## src/hdl/bmh_pkg.sv

```systemverilog
// shared constants for the binary min-heap delete-min block
package bmh_pkg;

    // item field widths and default heap capacity
    localparam int DATA_W       = 32;
    localparam int KIND_W       = 2;
    localparam int STATUS_W     = 2;
    localparam int CAPACITY_DEF = 16;

    // item kinds
    localparam logic [KIND_W-1:0] KIND_LOAD   = 2'd0;
    localparam logic [KIND_W-1:0] KIND_DELETE = 2'd1;
    localparam logic [KIND_W-1:0] KIND_CHECK  = 2'd2;

    // result status codes
    localparam logic [STATUS_W-1:0] ST_OK    = 2'd0;
    localparam logic [STATUS_W-1:0] ST_EMPTY = 2'd1;
    localparam logic [STATUS_W-1:0] ST_FULL  = 2'd2;

endpackage

```

## src/hdl/binary_min_heap_delete_min.sv

```systemverilog
// Binary min-heap with load, delete-minimum with sift-down, and order check.
//
// The input channel (i_in_valid / o_in_stall) carries one item: a kind and a
// value. Load appends the value at the next free slot; delete removes the root
// and sifts the last element down from the root; check walks every child and
// compares it against its parent. Each item gives exactly one result item on
// the output channel (o_out_valid / i_out_stall): removed minimum, count,
// status and heap order flag.
// The heap lives in one synchronous memory with two read ports and one write
// port, read data arriving in the cycle after the address. One item is worked
// on at a time; o_in_stall is high from acceptance until the result is moved
// into the output register.
// Load, unused kind and faults go straight to the result; delete reads the root
// and last element, then per level reads both children and compares, stopping
// when the moving value is no larger than the smaller child or has no child;
// check reads each parent and child pair in turn and compares them.
// A result waiting under i_out_stall holds its payload; the next item is
// still taken and worked on, and only its final handoff waits for the slot.
// Synchronous active-low reset empties the heap (count zero) and drops any
// pending result; memory contents need no clearing.
module binary_min_heap_delete_min #(
    parameter int CAPACITY = bmh_pkg::CAPACITY_DEF,
    parameter int CW       = $clog2(CAPACITY + 1)
) (
    input  logic                          i_clk,
    input  logic                          i_rst_n,
    input  logic                          i_in_valid,
    output logic                          o_in_stall,
    input  logic [bmh_pkg::KIND_W-1:0]    i_kind,
    input  logic signed [bmh_pkg::DATA_W-1:0] i_value,
    output logic                          o_out_valid,
    input  logic                          i_out_stall,
    output logic signed [bmh_pkg::DATA_W-1:0] o_result_value,
    output logic [CW-1:0]                 o_count,
    output logic [bmh_pkg::STATUS_W-1:0]  o_status,
    output logic                          o_heap_ok
);

    localparam int AW = $clog2(CAPACITY);
    localparam int DW = bmh_pkg::DATA_W;

    typedef enum logic [5:0] {
        S_IDLE     = 6'b000001,
        S_DEL_ENDS = 6'b000010,
        S_SIFT_RD  = 6'b000100,
        S_SIFT_CMP = 6'b001000,
        S_CHK      = 6'b010000,
        S_DONE     = 6'b100000
    } t_state;

    t_state                      r_state, n_state;
    logic [CW-1:0]               r_count, n_count;
    logic [CW-1:0]               r_i, n_i;
    logic [CW:0]                 r_k, n_k;
    logic                        r_pend, n_pend;
    logic signed [DW-1:0]        r_v, n_v;
    logic signed [DW-1:0]        r_res, n_res;
    logic [bmh_pkg::STATUS_W-1:0] r_status, n_status;
    logic                        r_ok, n_ok;
    logic                        r_out_valid, n_out_valid;
    logic signed [DW-1:0]        r_o_res;
    logic [CW-1:0]               r_o_count;
    logic [bmh_pkg::STATUS_W-1:0] r_o_status;
    logic                        r_o_ok;

    // heap store and its ports
    logic signed [DW-1:0]        mem [CAPACITY];
    logic signed [DW-1:0]        r_rd_a, r_rd_b;
    logic                        mem_we;
    logic [AW-1:0]               mem_wa, mem_ra, mem_rb;
    logic signed [DW-1:0]        mem_wd;

    logic                        accept, out_free, out_load;
    logic [CW:0]                 two_i, n_ext;
    logic                        has_left, has_right, pick_right;
    logic signed [DW-1:0]        child_val;
    logic [CW-1:0]               left_pos, child_pos;

    assign accept   = i_in_valid && (r_state == S_IDLE);
    assign out_free = !r_out_valid || !i_out_stall;
    assign out_load = (r_state == S_DONE) && out_free;

    // child selection for sift-down
    assign two_i      = {r_i, 1'b0};
    assign n_ext      = {1'b0, r_count};
    assign has_left   = two_i <= n_ext;
    assign has_right  = (two_i + 1'b1) <= n_ext;
    assign left_pos   = two_i[CW-1:0];
    assign pick_right = has_right && (r_rd_b < r_rd_a);
    assign child_val  = pick_right ? r_rd_b : r_rd_a;
    assign child_pos  = pick_right ? (left_pos + 1'b1) : left_pos;

    // sequencer
    always_comb begin
        n_state     = r_state;
        n_count     = r_count;
        n_i         = r_i;
        n_k         = r_k;
        n_pend      = r_pend;
        n_v         = r_v;
        n_res       = r_res;
        n_status    = r_status;
        n_ok        = r_ok;
        mem_we      = 1'b0;
        mem_wa      = AW'(r_count);
        mem_wd      = i_value;
        mem_ra      = '0;
        mem_rb      = AW'(r_count - 1'b1);
        n_out_valid = out_free ? 1'b0 : r_out_valid;

        unique case (r_state)
            S_IDLE: begin
                if (accept) begin
                    n_res    = '0;
                    n_status = bmh_pkg::ST_OK;
                    n_ok     = 1'b0;
                    n_state  = S_DONE;
                    unique case (i_kind)
                        bmh_pkg::KIND_LOAD: begin
                            if (r_count == CW'(CAPACITY)) begin
                                n_status = bmh_pkg::ST_FULL;
                            end else begin
                                mem_we  = 1'b1;
                                n_count = r_count + 1'b1;
                            end
                        end
                        bmh_pkg::KIND_DELETE: begin
                            if (r_count == '0) begin
                                n_status = bmh_pkg::ST_EMPTY;
                            end else begin
                                // root on port a, last element on port b
                                n_state = S_DEL_ENDS;
                            end
                        end
                        bmh_pkg::KIND_CHECK: begin
                            n_ok    = 1'b1;
                            n_k     = (CW+1)'(2);
                            n_pend  = 1'b0;
                            n_state = S_CHK;
                        end
                        default: begin
                        end
                    endcase
                end
            end
            S_DEL_ENDS: begin
                n_res   = r_rd_a;
                n_v     = r_rd_b;
                n_count = r_count - 1'b1;
                n_i     = CW'(1);
                n_state = S_SIFT_RD;
            end
            S_SIFT_RD: begin
                if (!has_left) begin
                    // no child: the moving value settles here
                    mem_we  = 1'b1;
                    mem_wa  = AW'(r_i - 1'b1);
                    mem_wd  = r_v;
                    n_state = S_DONE;
                end else begin
                    mem_ra  = AW'(two_i - 1'b1);
                    mem_rb  = AW'(two_i);
                    n_state = S_SIFT_CMP;
                end
            end
            S_SIFT_CMP: begin
                mem_we = 1'b1;
                mem_wa = AW'(r_i - 1'b1);
                if (r_v <= child_val) begin
                    mem_wd  = r_v;
                    n_state = S_DONE;
                end else begin
                    // smaller child moves up, hole moves down
                    mem_wd  = child_val;
                    n_i     = child_pos;
                    n_state = S_SIFT_RD;
                end
            end
            S_CHK: begin
                // compare the pair read in the previous cycle
                if (r_pend && (r_rd_a > r_rd_b)) begin
                    n_ok = 1'b0;
                end
                if (r_k <= n_ext) begin
                    mem_ra = AW'((r_k >> 1) - 1'b1);
                    mem_rb = AW'(r_k - 1'b1);
                    n_pend = 1'b1;
                    n_k    = r_k + 1'b1;
                end else begin
                    n_pend = 1'b0;
                    if (!r_pend) begin
                        n_state = S_DONE;
                    end
                end
            end
            S_DONE: begin
                if (out_free) begin
                    n_out_valid = 1'b1;
                    n_state     = S_IDLE;
                end
            end
            default: begin
                n_state = S_IDLE;
            end
        endcase
    end

    // control registers
    always_ff @(posedge i_clk) begin
        if (!i_rst_n) begin
            r_state     <= S_IDLE;
            r_count     <= '0;
            r_pend      <= 1'b0;
            r_out_valid <= 1'b0;
        end else begin
            r_state     <= n_state;
            r_count     <= n_count;
            r_pend      <= n_pend;
            r_out_valid <= n_out_valid;
        end
    end

    // working and result payload
    always_ff @(posedge i_clk) begin
        r_i      <= n_i;
        r_k      <= n_k;
        r_v      <= n_v;
        r_res    <= n_res;
        r_status <= n_status;
        r_ok     <= n_ok;
        if (out_load) begin
            r_o_res    <= r_res;
            r_o_count  <= r_count;
            r_o_status <= r_status;
            r_o_ok     <= r_ok;
        end
    end

    // heap memory, registered reads
    always_ff @(posedge i_clk) begin
        if (mem_we) begin
            mem[mem_wa] <= mem_wd;
        end
        r_rd_a <= mem[mem_ra];
        r_rd_b <= mem[mem_rb];
    end

    assign o_in_stall     = (r_state != S_IDLE);
    assign o_out_valid    = r_out_valid;
    assign o_result_value = r_o_res;
    assign o_count        = r_o_count;
    assign o_status       = r_o_status;
    assign o_heap_ok      = r_o_ok;

endmodule

```

## config.mk

```make
export PLATFORM = sky130hd
export DESIGN_NAME = binary_min_heap_delete_min
export DESIGN_NICKNAME = d
export VERILOG_FILES = /design/src/hdl/bmh_pkg.sv /design/src/hdl/binary_min_heap_delete_min.sv
export SDC_FILE = /design/constraint.sdc
export NUM_CORES = 1
export LEC_CHECK = 0
export BUFFER_PORTS_ARGS = -buffer_cell sky130_fd_sc_hd__buf_2
export CORE_ASPECT_RATIO = 2
export CORE_MARGIN = 2
export CORE_UTILIZATION = 40
export CTS_CLUSTER_SIZE = 20
export DETAILED_ROUTE_END_ITERATION = 7
export PLACE_DENSITY = 0.6
export SLEW_MARGIN = 0
export SYNTH_ARGS = -nofsm -noshare
export SYNTH_HDL_FRONTEND = slang
export SYNTH_SLANG_ARGS = --single-unit
```

## constraint.sdc

```tcl
create_clock -name i_clk -period 14.6 [get_ports i_clk]
set_clock_uncertainty 0.15 [all_clocks]
set_input_delay 2.92 -clock i_clk [delete_from_list [all_inputs] [get_ports i_clk]]
set_output_delay 2.92 -clock i_clk [all_outputs]
set_load 0.02 [all_outputs]
```

==> summary.json <==
{
  "drive_above_1_share": 0.185,
  "synth_enable_flop_cells": 630,
  "drt_iter0_drc": 1707,
  "final_nets": 2365,
  "finalCritPeriodShare": 0.516,
  "mostFrequentLayoutCells": "sky130_fd_sc_hd__edfxtp_1 (630), sky130_fd_sc_hd__mux2i_1 (224), sky130_fd_sc_hd__and2_1 (137), sky130_fd_sc_hd__mux4_2 (128), sky130_fd_sc_hd__nand2_1 (126)",
  "ys_dominant_reg_cell": "sky130_fd_sc_hd__edfxtp_1",
  "globalplace.congestion": 0.826,
  "syn_avg_cell_area_um2": 15.0,
  "final-hold-violation-count": 0,
  "synth.net_count": 2330,
  "setup-violations-final": 0,
  "dieArea_um2": 85200,
  "grt_pass1_vias": 21200,
  "dr.pass1.iters": 5,
  "post_cts_hold_buffer_count": 0,
  "power.total_mw": 4.64,
  "final-max-slew-violation-count": 0,
  "reg2reg_depth": 17,
  "crit-reg2reg-launch": "r_rd_b[9]",
  "detailed_place_hpwl_mm": 54.3,
  "cap_viol_max_count": 0,
  "critical_path_arrival_ns": 7.63,
  "die_wd_um": 207,
  "maxSlewHeadroom": 0.160,
  "cts_inserted_buffers": 58,
  "timing.final.crit_period_ns": 7.53,
  "core_region_area_um2": 82200,
  "crit-reg2reg-capture": "mem[12][22]",
  "timing.hold.worst.class": "reg -> reg",
  "average_routed_wire_per_standard_cell_um": 28.2,
  "power_density_nw_per_um2": 126,
  "post_drt_via_cell_ratio": 6.09,
  "tritoncts": "done",
  "globalRouteTotalUtil": 0.219,
  "mostFrequentLayoutCell": "sky130_fd_sc_hd__edfxtp_1",
  "rsz0062_at_grt": "false",
  "vias": 20400,
  "grt_first_pass_wirelength_mm": 139,
  "area_growth_pct": 10.9,
  "synth_cells": 2207,
  "path_class": "reg -> reg",
  "min_delay_worst_endpoint": "o_result_value[11]",
  "postCtsSetupBuffers": 0,
  "rrSetupSlack_ns": 7.07,
  "post_synth_instance_area_um2": 33100,
  "initial_core_util": 0.402,
  "worstPathRequired_ns": 14.70,
  "worstHoldStart": "r_res[11]",
  "setup.worst_path.start": "r_rd_b[9]",
  "cts-htree-levels": 2,
  "worstSkewPairLatency_ns": 0.63,
  "yosysWarningCount": 0,
  "crit_path_max_fanout": 33,
  "clockRootBuffer": "sky130_fd_sc_hd__clkbuf_16",
  "ys_types": 60,
  "grt_antenna_before_repair": 0,
  "flop_and_latch_count_out_of_synthesis": 707,
  "synth_async_sr_flop_share": 0,
  "ant_nets": 0,
  "pin_count": 80,
  "io_buffer_count": 79,
  "drcViolationCount": 0,
  "run_status": "complete, no violations",
  "diodes": 0,
  "die_h_um": 411,
  "endpoint_kind": "register",
  "drt_wl_total_mm": 94.4,
  "max_freq_ghz": 0.133,
  "grt_overflow": 0,
  "clockBufferDepth": 3,
  "clock-sinks": 707,
  "worstMarginPinSlew_ns": 1.22,
  "setup_tns_ns": 0,
  "ir_worst_vdd_uv": 88.6,
  "post_cts_resize_count": 0,
  "yosysSeqAreaShare": 0.618,
  "row_count": 149,
  "timing.critical_path.from_type": "register",
  "leakage_nw": 12.7,
  "pin_count_of_the_biggest_net_entering_global_routing": 225,
  "holdPathStages": 0,
  "path_clk_slew_ns": 0.07
}
[worst max path at each step]
stage / to / slack [ns] / cells after the start
after floorplan: mem[3][0] / 8.80 / 6
after global placement: mem[13][31] / 7.16 / 17
after detailed placement: mem[0][10] / 7.00 / 17
after CTS: mem[13][10] / 6.98 / 17
after global routing: mem[13][10] / 6.79 / 17
final: mem[12][22] / 7.07 / 17
[Yosys cell counts, types with 5 or more instances]
master,count,area share
sky130_fd_sc_hd__nor3_1,9,0.0014
sky130_fd_sc_hd__edfxtp_1,630,0.57
sky130_fd_sc_hd__a31oi_1,7,0.0013
sky130_fd_sc_hd__nor2_1,52,0.0059
sky130_fd_sc_hd__and3_1,39,0.0074
sky130_fd_sc_hd__a21oi_1,92,0.014
sky130_fd_sc_hd__a22oi_1,65,0.015
sky130_fd_sc_hd__buf_6,9,0.0031
sky130_fd_sc_hd__nand2b_1,7,0.0013
sky130_fd_sc_hd__a221o_1,34,0.010
sky130_fd_sc_hd__nand4_1,13,0.0025
sky130_fd_sc_hd__mux4_2,128,0.087
sky130_fd_sc_hd__xnor2_1,10,0.0026
sky130_fd_sc_hd__o21ai_0,17,0.0026
sky130_fd_sc_hd__nand2_1,126,0.014
sky130_fd_sc_hd__buf_2,28,0.0042
sky130_fd_sc_hd__clkbuf_1,95,0.011
sky130_fd_sc_hd__and2_1,137,0.026
sky130_fd_sc_hd__or2_2,7,0.0013
sky130_fd_sc_hd__mux2_2,35,0.012
sky130_fd_sc_hd__nor2b_1,9,0.0017
sky130_fd_sc_hd__mux2i_1,225,0.068
sky130_fd_sc_hd__xor2_1,7,0.0019
sky130_fd_sc_hd__nor4_1,6,0.0011
sky130_fd_sc_hd__inv_1,51,0.0058
sky130_fd_sc_hd__buf_1,6,0.00068
sky130_fd_sc_hd__dfxtp_1,77,0.047
sky130_fd_sc_hd__nand3_1,10,0.0015
sky130_fd_sc_hd__ha_1,85,0.032
sky130_fd_sc_hd__buf_4,5,0.0011
sky130_fd_sc_hd__a211oi_1,99,0.022
sky130_fd_sc_hd__o32ai_1,33,0.0087
sky130_fd_sc_hd__a21o_1,10,0.0023
[report_power, final]
| part | leakage, nW | total (mW) | switching [mW] | internal [mW] |
|---|---|---|---|---|
| clock | 0.933 | 1.61 | 0.740 | 0.866 |
| sequential | 6.34 | 2.37 | 0.0572 | 2.31 |
| combinational | 5.38 | 0.664 | 0.401 | 0.264 |
| total | 12.7 | 4.64 | 1.20 | 3.44 |
[layout make-up]
class,count,area [um2]
fill,7157,45500
sequential,707,20500
clock buffer,66,1530
inverter,51,191
tap,1057,1320
multi-input combinational,1306,12100
clock inverter,42,408
timing repair buffer,118,726
[layer usage]
layer | track usage | vias up | part of all wire
li1 | - | 8802 | -
met1 | 0.257 | 10500 | 0.37
met2 | 0.398 | 824 | 0.52
met3 | 0.0234 | 235 | 0.057
met4 | 0.105 | 0 | 0.050
met5 | 0 | - | 0
[state kept, by name (all words and copies together), names as in the netlist, named ones only]
register and cells:
r_v 32, o_result_value 32, mem 512, r_count 5, r_state 6, r_rd_b 32, r_ok 1, r_rd_a 32
o_heap_ok 1, r_k 6, o_count 5, o_status 2, r_i 5, r_res 32, r_pend 1, r_status 2
[metrics by stage]
step | utilization | hold WS, ns | cell area (um2) | worst slack [ns] | instances
detailed placement | 0.423 | 0.255 | 34800 | 7.00 | 3239
finish | 0.446 | 0.269 | 36700 | 7.07 | 3347
CTS | 0.446 | 0.269 | 36700 | 6.98 | 3347
global placement | 0.423 | 0.251 | 34800 | 7.16 | 3239
floorplan | - | 0.250 | 33100 | 8.80 | 2207
global route | 0.446 | 0.274 | 36700 | 6.79 | 3347
[critical path, stage by stage, from the launching register on]
cell and delay, ns:
sky130_fd_sc_hd__dfxtp_1 0.35, sky130_fd_sc_hd__inv_1 0.05, sky130_fd_sc_hd__ha_1 0.29, sky130_fd_sc_hd__a21oi_1 0.13
sky130_fd_sc_hd__nor2b_1 0.05, sky130_fd_sc_hd__o21ai_0 0.63, sky130_fd_sc_hd__a211oi_1 0.17, sky130_fd_sc_hd__nor4_1 0.65
sky130_fd_sc_hd__mux2i_4 0.33, sky130_fd_sc_hd__buf_4 0.60, sky130_fd_sc_hd__mux2i_1 0.52, sky130_fd_sc_hd__ha_1 0.21
sky130_fd_sc_hd__nand4_1 0.24, sky130_fd_sc_hd__nor4_1 0.96, sky130_fd_sc_hd__nand3_1 0.19, sky130_fd_sc_hd__nand4_1 0.17
sky130_fd_sc_hd__buf_4 0.36, sky130_fd_sc_hd__mux2i_1 1.04
[cells by family after synthesis]
family	Yosys count	share of synthesized area
DFF	707	0.618
and+or+nand+nor	428	0.0674
muxes	389	0.168
AOI/OAI and AO/OA	387	0.0843
buffers and inverters	194	0.0257
adders and majority gates	85	0.0321
xor gates and xnor gates	17	0.00450
Power figures use the tool's default switching activity.
